### src/rtl/lsss_pkg.sv
// Shared types and constants for the limit-stopped stepper sweep unit.
// No dependencies; used by every module of the block.
package lsss_pkg;

  localparam int unsigned CNT_W     = 16;
  localparam int unsigned CFG_IDX_W = 3;

  // Configuration register indexes
  localparam logic [CFG_IDX_W-1:0] REG_HIGH_TICKS     = 3'd0;
  localparam logic [CFG_IDX_W-1:0] REG_LOW_TICKS      = 3'd1;
  localparam logic [CFG_IDX_W-1:0] REG_SETTLE_TICKS   = 3'd2;
  localparam logic [CFG_IDX_W-1:0] REG_STEPS_PER_MOVE = 3'd3;
  localparam logic [CFG_IDX_W-1:0] REG_PAUSE_TICKS    = 3'd4;
  localparam logic [CFG_IDX_W-1:0] REG_RETRY_TICKS    = 3'd5;
  localparam logic [CFG_IDX_W-1:0] REG_STARTUP_TICKS  = 3'd6;

  // Reset values of the configuration registers
  localparam logic [CNT_W-1:0] RST_HIGH_TICKS     = 16'd5;
  localparam logic [CNT_W-1:0] RST_LOW_TICKS      = 16'd4;
  localparam logic [CNT_W-1:0] RST_SETTLE_TICKS   = 16'd20;
  localparam logic [CNT_W-1:0] RST_STEPS_PER_MOVE = 16'd400;
  localparam logic [CNT_W-1:0] RST_PAUSE_TICKS    = 16'd1000;
  localparam logic [CNT_W-1:0] RST_RETRY_TICKS    = 16'd100;
  localparam logic [CNT_W-1:0] RST_STARTUP_TICKS  = 16'd500;

  // Sequencer phases
  typedef enum logic [2:0] {
    PH_STARTUP   = 3'd0,
    PH_CHECK_CW  = 3'd1,
    PH_CHECK_ACW = 3'd2,
    PH_SETTLE    = 3'd3,
    PH_HIGH      = 3'd4,
    PH_LOW       = 3'd5,
    PH_PAUSE     = 3'd6,
    PH_RETRY     = 3'd7
  } phase_t;

  // Live configuration, register file to sequencer
  typedef struct packed {
    logic [CNT_W-1:0] high_ticks;
    logic [CNT_W-1:0] low_ticks;
    logic [CNT_W-1:0] settle_ticks;
    logic [CNT_W-1:0] steps_per_move;
    logic [CNT_W-1:0] pause_ticks;
    logic [CNT_W-1:0] retry_ticks;
    logic [CNT_W-1:0] startup_ticks;
  } cfg_t;

  // One result beat
  typedef struct packed {
    logic step_out;
    logic dir_out;
    logic moving;
    logic limit_abort;
  } result_t;

endpackage

### src/rtl/lsss_cfg_regs.sv
// Configuration register file of the stepper sweep unit.
// Depends on lsss_pkg for register indexes, reset values and cfg_t.
module lsss_cfg_regs (
  input  logic                               clk,
  input  logic                               rst_n,
  input  logic                               cfg_wr_en,
  input  logic [lsss_pkg::CFG_IDX_W-1:0]     cfg_index,
  input  logic [lsss_pkg::CNT_W-1:0]         cfg_wdata,
  output lsss_pkg::cfg_t                     cfg
);

  lsss_pkg::cfg_t cfg_r;

  // Write-only registers; writes beyond the last index fall through
  always_ff @(posedge clk) begin
    if (!rst_n) begin
      cfg_r.high_ticks     <= lsss_pkg::RST_HIGH_TICKS;
      cfg_r.low_ticks      <= lsss_pkg::RST_LOW_TICKS;
      cfg_r.settle_ticks   <= lsss_pkg::RST_SETTLE_TICKS;
      cfg_r.steps_per_move <= lsss_pkg::RST_STEPS_PER_MOVE;
      cfg_r.pause_ticks    <= lsss_pkg::RST_PAUSE_TICKS;
      cfg_r.retry_ticks    <= lsss_pkg::RST_RETRY_TICKS;
      cfg_r.startup_ticks  <= lsss_pkg::RST_STARTUP_TICKS;
    end else if (cfg_wr_en) begin
      case (cfg_index)
        lsss_pkg::REG_HIGH_TICKS:     cfg_r.high_ticks     <= cfg_wdata;
        lsss_pkg::REG_LOW_TICKS:      cfg_r.low_ticks      <= cfg_wdata;
        lsss_pkg::REG_SETTLE_TICKS:   cfg_r.settle_ticks   <= cfg_wdata;
        lsss_pkg::REG_STEPS_PER_MOVE: cfg_r.steps_per_move <= cfg_wdata;
        lsss_pkg::REG_PAUSE_TICKS:    cfg_r.pause_ticks    <= cfg_wdata;
        lsss_pkg::REG_RETRY_TICKS:    cfg_r.retry_ticks    <= cfg_wdata;
        lsss_pkg::REG_STARTUP_TICKS:  cfg_r.startup_ticks  <= cfg_wdata;
        default: ;
      endcase
    end
  end

  assign cfg = cfg_r;

endmodule

### src/rtl/lsss_seq.sv
// Phase sequencer: state registers and per-tick next-state logic.
// Depends on lsss_pkg (phase_t, cfg_t, result_t).
module lsss_seq (
  input  logic               clk,
  input  logic               rst_n,
  input  logic               fire,
  input  logic               pressed,
  input  lsss_pkg::cfg_t     cfg,
  output lsss_pkg::result_t  res
);

  localparam int unsigned W = lsss_pkg::CNT_W;

  lsss_pkg::phase_t phase_r, phase_nxt;
  logic [W-1:0]     tick_r, tick_nxt;
  logic [W-1:0]     steps_r, steps_nxt;
  logic             dir_r, dir_nxt;
  logic             step_r, step_nxt;

  logic [W-1:0]     tick_inc;
  logic [W-1:0]     steps_inc;
  logic [W-1:0]     wait_lim;
  logic             wait_done;
  logic             mov;
  logic             abrt;

  // Limit of the timed wait for the current phase
  always_comb begin
    case (phase_r)
      lsss_pkg::PH_STARTUP: wait_lim = cfg.startup_ticks;
      lsss_pkg::PH_SETTLE:  wait_lim = cfg.settle_ticks;
      lsss_pkg::PH_HIGH:    wait_lim = cfg.high_ticks;
      lsss_pkg::PH_LOW:     wait_lim = cfg.low_ticks;
      lsss_pkg::PH_PAUSE:   wait_lim = cfg.pause_ticks;
      default:              wait_lim = cfg.retry_ticks;
    endcase
  end

  // A wait ends when the bumped count reaches the limit or wraps
  assign tick_inc  = tick_r + 1'b1;
  assign steps_inc = steps_r + 1'b1;
  assign wait_done = (tick_inc >= wait_lim) || (tick_inc == '0);

  // Next state and result of one tick
  always_comb begin
    phase_nxt = phase_r;
    tick_nxt  = wait_done ? '0 : tick_inc;
    steps_nxt = steps_r;
    dir_nxt   = dir_r;
    step_nxt  = step_r;
    mov       = 1'b0;
    abrt      = 1'b0;
    case (phase_r)
      lsss_pkg::PH_STARTUP: begin
        if (wait_done) phase_nxt = lsss_pkg::PH_CHECK_CW;
      end
      lsss_pkg::PH_CHECK_CW, lsss_pkg::PH_CHECK_ACW: begin
        tick_nxt = '0;
        if (pressed) begin
          step_nxt  = 1'b0;
          phase_nxt = lsss_pkg::PH_RETRY;
        end else begin
          dir_nxt   = (phase_r == lsss_pkg::PH_CHECK_ACW);
          steps_nxt = '0;
          phase_nxt = lsss_pkg::PH_SETTLE;
        end
      end
      lsss_pkg::PH_SETTLE: begin
        mov      = 1'b1;
        step_nxt = 1'b0;
        if (wait_done)
          phase_nxt = (steps_r >= cfg.steps_per_move) ? lsss_pkg::PH_PAUSE
                                                      : lsss_pkg::PH_HIGH;
      end
      lsss_pkg::PH_HIGH, lsss_pkg::PH_LOW: begin
        mov = 1'b1;
        if (tick_r == '0 && pressed) begin
          // switch hit at a pulse boundary: cut the move short
          tick_nxt  = tick_r;
          step_nxt  = 1'b0;
          abrt      = 1'b1;
          phase_nxt = lsss_pkg::PH_PAUSE;
        end else if (phase_r == lsss_pkg::PH_HIGH) begin
          step_nxt = 1'b1;
          if (wait_done) phase_nxt = lsss_pkg::PH_LOW;
        end else begin
          step_nxt = 1'b0;
          if (wait_done) begin
            steps_nxt = steps_inc;
            phase_nxt = (steps_inc >= cfg.steps_per_move) ? lsss_pkg::PH_PAUSE
                                                          : lsss_pkg::PH_HIGH;
          end
        end
      end
      lsss_pkg::PH_PAUSE: begin
        step_nxt = 1'b0;
        if (wait_done)
          phase_nxt = dir_r ? lsss_pkg::PH_CHECK_CW : lsss_pkg::PH_CHECK_ACW;
      end
      default: begin
        // retry wait after a refused start
        step_nxt = 1'b0;
        if (wait_done) phase_nxt = lsss_pkg::PH_CHECK_CW;
      end
    endcase
  end

  // State registers, advanced once per tick beat
  always_ff @(posedge clk) begin
    if (!rst_n) begin
      phase_r <= lsss_pkg::PH_STARTUP;
      tick_r  <= '0;
      steps_r <= '0;
      dir_r   <= 1'b0;
      step_r  <= 1'b0;
    end else if (fire) begin
      phase_r <= phase_nxt;
      tick_r  <= tick_nxt;
      steps_r <= steps_nxt;
      dir_r   <= dir_nxt;
      step_r  <= step_nxt;
    end
  end

  assign res.step_out    = step_nxt;
  assign res.dir_out     = dir_nxt;
  assign res.moving      = mov;
  assign res.limit_abort = abrt;

endmodule

### src/rtl/limit_stopped_stepper_sweep_unit.sv
// Stepper sweep unit: one result beat per tick beat, passing from input
// accept to result valid through the input register, then the result register.
// Throughput one beat per cycle while out_stall is low; the sequencer
// advances when the input register hands its beat to the result register.
// Reset (rst_n low, synchronous) empties both registers, loads register
// defaults and returns the sequencer to the startup wait.
module limit_stopped_stepper_sweep_unit (
  input  logic                               clk,
  input  logic                               rst_n,
  input  logic                               cfg_wr_en,
  input  logic [lsss_pkg::CFG_IDX_W-1:0]     cfg_index,
  input  logic [lsss_pkg::CNT_W-1:0]         cfg_wdata,
  input  logic                               in_valid,
  output logic                               in_stall,
  input  logic                               in_limit_pressed,
  output logic                               out_valid,
  input  logic                               out_stall,
  output logic                               out_step_out,
  output logic                               out_dir_out,
  output logic                               out_moving,
  output logic                               out_limit_abort
);

  lsss_pkg::cfg_t    cfg;
  lsss_pkg::result_t res;
  lsss_pkg::result_t res_r;

  logic s1_valid_r;
  logic s1_pressed_r;
  logic out_valid_r;
  logic adv;
  logic fire;

  // Result register frees up when empty or taken this cycle
  assign adv      = !out_valid_r || !out_stall;
  assign in_stall = s1_valid_r && !adv;
  assign fire     = s1_valid_r && adv;

  lsss_cfg_regs u_cfg (
    .clk       (clk),
    .rst_n     (rst_n),
    .cfg_wr_en (cfg_wr_en),
    .cfg_index (cfg_index),
    .cfg_wdata (cfg_wdata),
    .cfg       (cfg)
  );

  lsss_seq u_seq (
    .clk     (clk),
    .rst_n   (rst_n),
    .fire    (fire),
    .pressed (s1_pressed_r),
    .cfg     (cfg),
    .res     (res)
  );

  // Valid flags of the input and result registers
  always_ff @(posedge clk) begin
    if (!rst_n) begin
      s1_valid_r  <= 1'b0;
      out_valid_r <= 1'b0;
    end else begin
      if (!in_stall) s1_valid_r <= in_valid;
      if (adv) out_valid_r <= s1_valid_r;
    end
  end

  // Payload registers
  always_ff @(posedge clk) begin
    if (in_valid && !in_stall) s1_pressed_r <= in_limit_pressed;
    if (fire) res_r <= res;
  end

  assign out_valid       = out_valid_r;
  assign out_step_out    = res_r.step_out;
  assign out_dir_out     = res_r.dir_out;
  assign out_moving      = res_r.moving;
  assign out_limit_abort = res_r.limit_abort;

endmodule

### config.mk
export PLATFORM = sky130hd
export DESIGN_NAME = limit_stopped_stepper_sweep_unit
export DESIGN_NICKNAME = d
export VERILOG_FILES = /design/src/rtl/lsss_pkg.sv /design/src/rtl/lsss_cfg_regs.sv /design/src/rtl/lsss_seq.sv /design/src/rtl/limit_stopped_stepper_sweep_unit.sv
export SDC_FILE = /design/constraint.sdc
export NUM_CORES = 1
export LEC_CHECK = 0
export ABC_AREA = 1
export BUFFER_PORTS_ARGS = -buffer_cell sky130_fd_sc_hd__buf_2
export CAP_MARGIN = 0
export CORE_MARGIN = 2
export CORE_UTILIZATION = 30
export CTS_CLUSTER_SIZE = 14
export DETAILED_ROUTE_END_ITERATION = 12
export PLACE_DENSITY = 0.41
export SYNTH_ARGS = -nofsm -noshare
export SYNTH_HDL_FRONTEND = slang
export SYNTH_SLANG_ARGS = --single-unit
### constraint.sdc
create_clock -name clk -period 7.09 [get_ports clk]
set_input_delay 0.3545 -clock clk [delete_from_list [all_inputs] [get_ports clk]]
set_output_delay 0.3545 -clock clk [all_outputs]
set_load 0.03 [all_outputs]
; Word level (Yosys, flattened, before mapping)
; Index checks and enable logic that the tools add are counted.
[classes]
add_sub_neg = 2
magnitude_cmp = 3
eq_ne = 19
mux = 29
reduce_logical = 29
[op_table]
columns = op, count
row1 = $mux 16, 6
row2 = $pmux 16 s5, 1
row3 = $pmux 16 s2, 2
row4 = $ge 16x16->1, 3
row5 = $add 16x1->16 const B, 2
row6 = $logic_not 16->1, 2
row7 = $mux 3, 8
row8 = $eq 3x3->1 const B, 6
row9 = $reduce_and 2->1, 8
row10 = $eq 3x2->1 const B, 4
row11 = $pmux 3 s4, 1
row12 = $mux 1, 7
row13 = $eq 3x1->1 const B, 2
row14 = $logic_not 3->1, 2
row15 = $mux 2, 3
row16 = $ne 2x1->1 const B, 3
row17 = $ne 2x2->1 const B, 3
row18 = $reduce_and 6->1, 1
row19 = $reduce_and 5->1, 1
row20 = $logic_and 1x1->1, 4
row21 = $logic_not 1->1, 4
row22 = $reduce_or 2->1, 2
row23 = $ne 3x1->1 const B, 1
row24 = $pmux 1 s3, 1
row25 = other kinds (4), 5
[totals]
regBits = 156
input_bits = 25
output_inout_bits = 6
word_cells = 101

; Longest topological paths before layout
[depth]
depth_word = 8
ltp_mapped = 25
mapped_depth_nobuf = 24

; Cells and area by module
; Synthesis repeated with hierarchy kept, for this count alone.
[hier_totals]
cells_unflattened = 1312
area_unflattened_um2 = 8958.6
[modules_own_cells]
columns = module, n_inst, cells_each, area_per_inst_um2, seq_area_each_um2
row1 = lsss_cfg_regs, 1, 619, 4391.7, 2242.2
row2 = lsss_seq, 1, 675, 4321.6, 740.7
row3 = limit_stopped_stepper_sweep_unit, 1, 18, 245.2, 190.2

; Worst setup path before layout
; Ideal clock, no wire load.
[synth_path]
path_kind = reg2reg
from = reg u_seq.phase_r[1]
to = reg u_seq.tick_r[12]
arrival_time_ns = 3.034
required_time_ns = 7.020
setup_slack_ns = 3.985
path_stages_with_launch = 24
path_cell_list = dfxtp_1 -> inv_1 -> nor2_1 -> inv_1 -> nor2_1 -> inv_1 -> nand2_1 -> inv_1 -> nand3_1 -> clkbuf_1 -> o21ai_0 -> ha_1 -> a21oi_1 -> nor2_1 -> o21ai_0 -> nand2_1 -> nand2_1 -> nand2_1 -> nor2_1 -> and2_4 -> buf_6 -> buf_8 -> nand3_1 -> a21oi_1
[synth_via]
elab_chain_len = 7
elab_cells_between_ends = 17
classes_between = order compare (1) / eq/ne (7) / mux (4) / reduce/logical (5)
[synth_lines]
columns = element, line
row1 = start: declaration, lsss_seq.sv:14  ; lsss_pkg::phase_t phase_r, phase_nxt;
row2 = start signal: assignment, lsss_seq.sv:111  ; phase_r <= lsss_pkg::PH_STARTUP;
row3 = start signal: assignment, lsss_seq.sv:117  ; phase_r <= phase_nxt;
row4 = $eq 3x3->1 (tied with other cells), lsss_seq.sv:29  ; case (phase_r)
row5 = $pmux 16 s5, lsss_seq.sv:29
row6 = $ge 16x16->1, lsss_seq.sv:42  ; assign wait_done = (tick_inc >= wait_lim) || (tick_inc == '0);
row7 = $logic_or 1x1->1, lsss_seq.sv:42
row8 = $mux 16, lsss_seq.sv:47  ; tick_nxt = wait_done ? '0 : tick_inc;
row9 = $mux 16, lsss_seq.sv:77  ; if (tick_r == '0 && pressed) begin
row10 = $pmux 16 s2, lsss_seq.sv:53  ; case (phase_r)
row11 = end signal: assignment, lsss_seq.sv:118  ; tick_r <= tick_nxt;
row12 = end: declaration, lsss_seq.sv:15  ; logic [W-1:0] tick_r, tick_nxt;
; Parallel ways exist; a longest one is shown, timed or not. The select of a mux whose other input is x is not followed.
; A chain may end at the register's enable or synchronous reset.

; Worst setup path after layout
[layout_path]
from = reg u_seq.phase_r[2]
to = reg u_seq.steps_r[2]
[layout_via]
elab_chain_len = 6
elab_cells_between_ends = 19
classes_between = order compare (1) / eq/ne (10) / mux (2) / reduce/logical (6)
[layout_lines]
columns = element, line
row1 = $eq 3x3->1 (tied with other cells), lsss_seq.sv:29
row2 = $pmux 16 s5, lsss_seq.sv:29
row3 = $ge 16x16->1, lsss_seq.sv:42
row4 = $logic_or 1x1->1, lsss_seq.sv:42
row5 = $ne 2x1->1 (no line), -
row6 = $reduce_and 6->1 (no line), -
row7 = end signal: assignment, lsss_seq.sv:119  ; steps_r <= steps_nxt;
row8 = end: declaration, lsss_seq.sv:16  ; logic [W-1:0] steps_r, steps_nxt;
; Parallel ways exist; a longest one is shown, timed or not.

==> results.sh <==
export IMPL_ff2ff_path_depth=21
export IMPL_skew_ns=0.0183
export IMPL_clk_latency_ns=0.44
export IMPL_postLayoutCellArea_mm2=0.00941
export IMPL_grt_use_total=0.189
export IMPL_grt_pass1_vias=7183
export IMPL_synthTopCellsByArea="dfxtp_1 (36%), nor2_1 (11%), nand2_1 (10%)"
export IMPL_yosys_cell_types_count=41
export IMPL_switchingPower_mw=0.560
export IMPL_vdd_drop_max_mv=0.170
export IMPL_core_area_mm2=0.0276
export IMPL_ys_seq_area_frac=0.380
export IMPL_status="complete, no violations"
export IMPL_crit_arrival_ns=4.84
export IMPL_port_buffers=30
export IMPL_grtUsageMet3=0.0257
export IMPL_cts_made_buffers=17
export IMPL_drive_above_1_share=0.0733
export IMPL_max_freq_mhz=222
export IMPL_dpl_hpwl_mm=18.4
export IMPL_grt_use_met1=0.280
export IMPL_yosys_warnings=0
export IMPL_area_growth_pct=12.8
export IMPL_rsz0062_at_grt="false"
export IMPL_synth_cells=1201
export IMPL_antenna_found_initial=0
export IMPL_cap_violations=0
export IMPL_crit_start="u_seq.phase_r[2]"
export IMPL_grt_remaining_overflow=0
export IMPL_cts_root_buf="clkbuf_16"
export IMPL_via_count=7656
export IMPL_globalplace_congestion=0.777
export IMPL_ctsResizeCount=0
export IMPL_area_sequential_mm2=0.00317
export IMPL_combinationalPowerShare=0.065
export IMPL_r2r_start="u_seq.phase_r[2]"
export IMPL_drc_errors=0
export IMPL_yosys_area_top_type="dfxtp_1"
export IMPL_drv_slew=0
export IMPL_cts_sinks=156
export IMPL_path_max_fanout=32
export IMPL_synth_edf_count=5
export IMPL_layout_common_cells="nor2_1 (239), nand2_1 (225), dfxtp_1 (151)"
export IMPL_die_w_um=171
export IMPL_tightest_slew_ns=1.17
export IMPL_leakage_nw=4.36
export IMPL_path_clk_slew_ns=0.07
export IMPL_grtUsageMet2=0.289
export IMPL_min_to="s1_pressed_r"
export IMPL_multi_input_area_mm2=0.00448
export IMPL_critPathCaptureType="register"
export IMPL_worstHoldPathType="input pin to register"
export IMPL_nFillCells=3026
export IMPL_top_usage_layer="met2"
export IMPL_drtIter0Drc=500
export IMPL_finalCriticalPeriod_ns=4.51
export IMPL_viasPerCell=4.77
export IMPL_p_seq_frac=0.463
export IMPL_synth_avg_cell_area_um2=6.95
export IMPL_report_final_hold_viol_count=0
export IMPL_ys_ff_latch=156
export IMPL_grt_pass1_wl_mm=42.1
export IMPL_r2r_end="u_seq.steps_r[2]"
export IMPL_firstDrtPassIters=7
export IMPL_fp_dieH_um=171
export IMPL_fin_nets=1291
export IMPL_ys_async_sr_fraction=0
export IMPL_antenna_left=0
export IMPL_clockBufferDepth=2
export IMPL_swShare=0.281
export IMPL_ios=31
export IMPL_power_density_mw_per_mm2=211
export IMPL_clkPwrFrac=0.472
export IMPL_min_period_over_period=0.636
export IMPL_required_ns=7.42
export IMPL_final_util=0.342
export IMPL_dieArea_mm2=0.0292
export IMPL_layout_commonest_cell="nor2_1"
export IMPL_cts_setup_buffers=0
export IMPL_synthFlopType="dfxtp_1"
export IMPL_critical_path_class="register to register"
export IMPL_synth_area_mm2=0.00834
export IMPL_grt_max_degree=80
export IMPL_htreeDepth=4
export IMPL_p_int_mw=1.43
export IMPL_min_path_cells=1
export IMPL_start_kind="register"
export IMPL_setup_viol=0
export IMPL_antenna_cells=0
export IMPL_slew_headroom=0.218
export IMPL_cts_tree="done"
export IMPL_hold_start="in_limit_pressed"
export IMPL_drt_wl_total_mm=26.6
export IMPL_regToRegSetupSlack_ns=2.58
export IMPL_rows=61
export IMPL_wl_per_cell_um=16.5
export IMPL_placed_area_mm2=0.00881
export IMPL_initial_core_util=0.303
export IMPL_ctsHoldBuffers=0
export IMPL_tns_ns=0
export IMPL_synth_nets=1278
export IMPL_synth_top_cell_area_share=0.362
-- per-stage QoR --
stage / setup WS [ns] / hold slack [ns] / total power, mW / std cells
after floorplan: 3.99 / 0.424 / 1.02 / 1201
after global placement: 2.68 / 0.435 / 1.07 / 1573
after detailed placement: 2.57 / 0.446 / 1.07 / 1573
after CTS: 2.55 / 0.0733 / 2.02 / 1605
after global routing: 2.09 / 0.0783 / 2.08 / 1605
final: 2.58 / 0.0937 / 1.99 / 1605
-- kinds of logic after synthesis --
| logic type | synth area share |
|---|---|
| AOI/OAI and AO/OA | 0.151 |
| xor gates and xnor gates | 0.0105 |
| adders and majority gates | 0.0780 |
| buffers and inverters | 0.0825 |
| DFF | 0.380 |
| and+or+nand+nor | 0.297 |
-- routing by layer --
metal  wire length [µm]  vias up
li1                   -     3968
met1              14000     3546
met2              11500      124
met4                235        0
met5                  0        -
met3                767       18
-- layout make-up --
type | count | area share
Multi-Input combinational cell | 879 | 0.476
Sequential cell | 156 | 0.337
Tap cell | 378 | 0.0503
Inverter | 118 | 0.0471
Clock buffer | 18 | 0.0467
Timing Repair Buffer | 42 | 0.0258
Clock inverter | 14 | 0.0168
-- sequential cells by signal (all words and copies together) (netlist names) --
register         cells
out_dir_out          1
out_limit_abort      1
out_moving           1
out_step_out         1
out_valid            1
s1_pressed_r         1
s1_valid_r           1
u_cfg.cfg          112
u_seq.dir_r          1
u_seq.phase_r        3
u_seq.step_r         1
u_seq.steps_r       16
u_seq.tick_r        16
-- synth_stat cells, types with 2 or more instances --
cell / count
a21oi_1: 55
a221oi_1: 16
a22o_1: 16
buf_2: 3
buf_6: 4
clkbuf_1: 37
dfxtp_1: 151
edfxtp_1: 5
ha_1: 52
inv_1: 117
nand2_1: 225
nand2_2: 3
nand2_4: 2
nand3_1: 95
nand4_1: 13
nor2_1: 239
nor2_2: 5
nor3_1: 6
o211ai_1: 4
o21a_1: 3
o21ai_0: 121
xor2_1: 10
-- critical path, stage by stage (launching register included) --
cell	delay, ns
dfxtp_1	0.48
nor2_1	0.09
buf_4	0.23
inv_1	0.12
nand2_1	0.06
inv_1	0.06
nand3_1	0.79
nand3_1	0.46
o21ai_0	0.16
ha_1	0.35
a21oi_1	0.15
nor2_1	0.05
nor3_1	0.14
nand2_1	0.07
nand2_1	0.06
nand2_1	0.04
nor2_1	0.31
nand3_4	0.26
nand2_4	0.24
inv_1	0.10
nor2_1	0.09
nor2_1	0.04
-- how the worst max path moves through the flow --
stage / end / cells after the start / slack (ns)
after global routing: u_seq.steps_r[1] / 21 / 2.09
after floorplan: u_seq.tick_r[12] / 23 / 3.99
after detailed placement: u_seq.steps_r[1] / 21 / 2.57
after global placement: u_seq.steps_r[2] / 21 / 2.68
final: u_seq.steps_r[2] / 21 / 2.58
after CTS: u_seq.steps_r[2] / 21 / 2.55
-- power by group through the flow --
stage / Clock [mW] / Combinational, mW / Sequential, mW
2_1_floorplan: 0 / 0.0771 / 0.938
3_3_place_gp: 0 / 0.132 / 0.941
3_5_place_dp: 0 / 0.132 / 0.940
4_1_cts: 0.969 / 0.132 / 0.920
5_1_grt: 1.01 / 0.147 / 0.923
6_report: 0.938 / 0.130 / 0.920
Note: power is estimated with default switching activity, not from simulation.
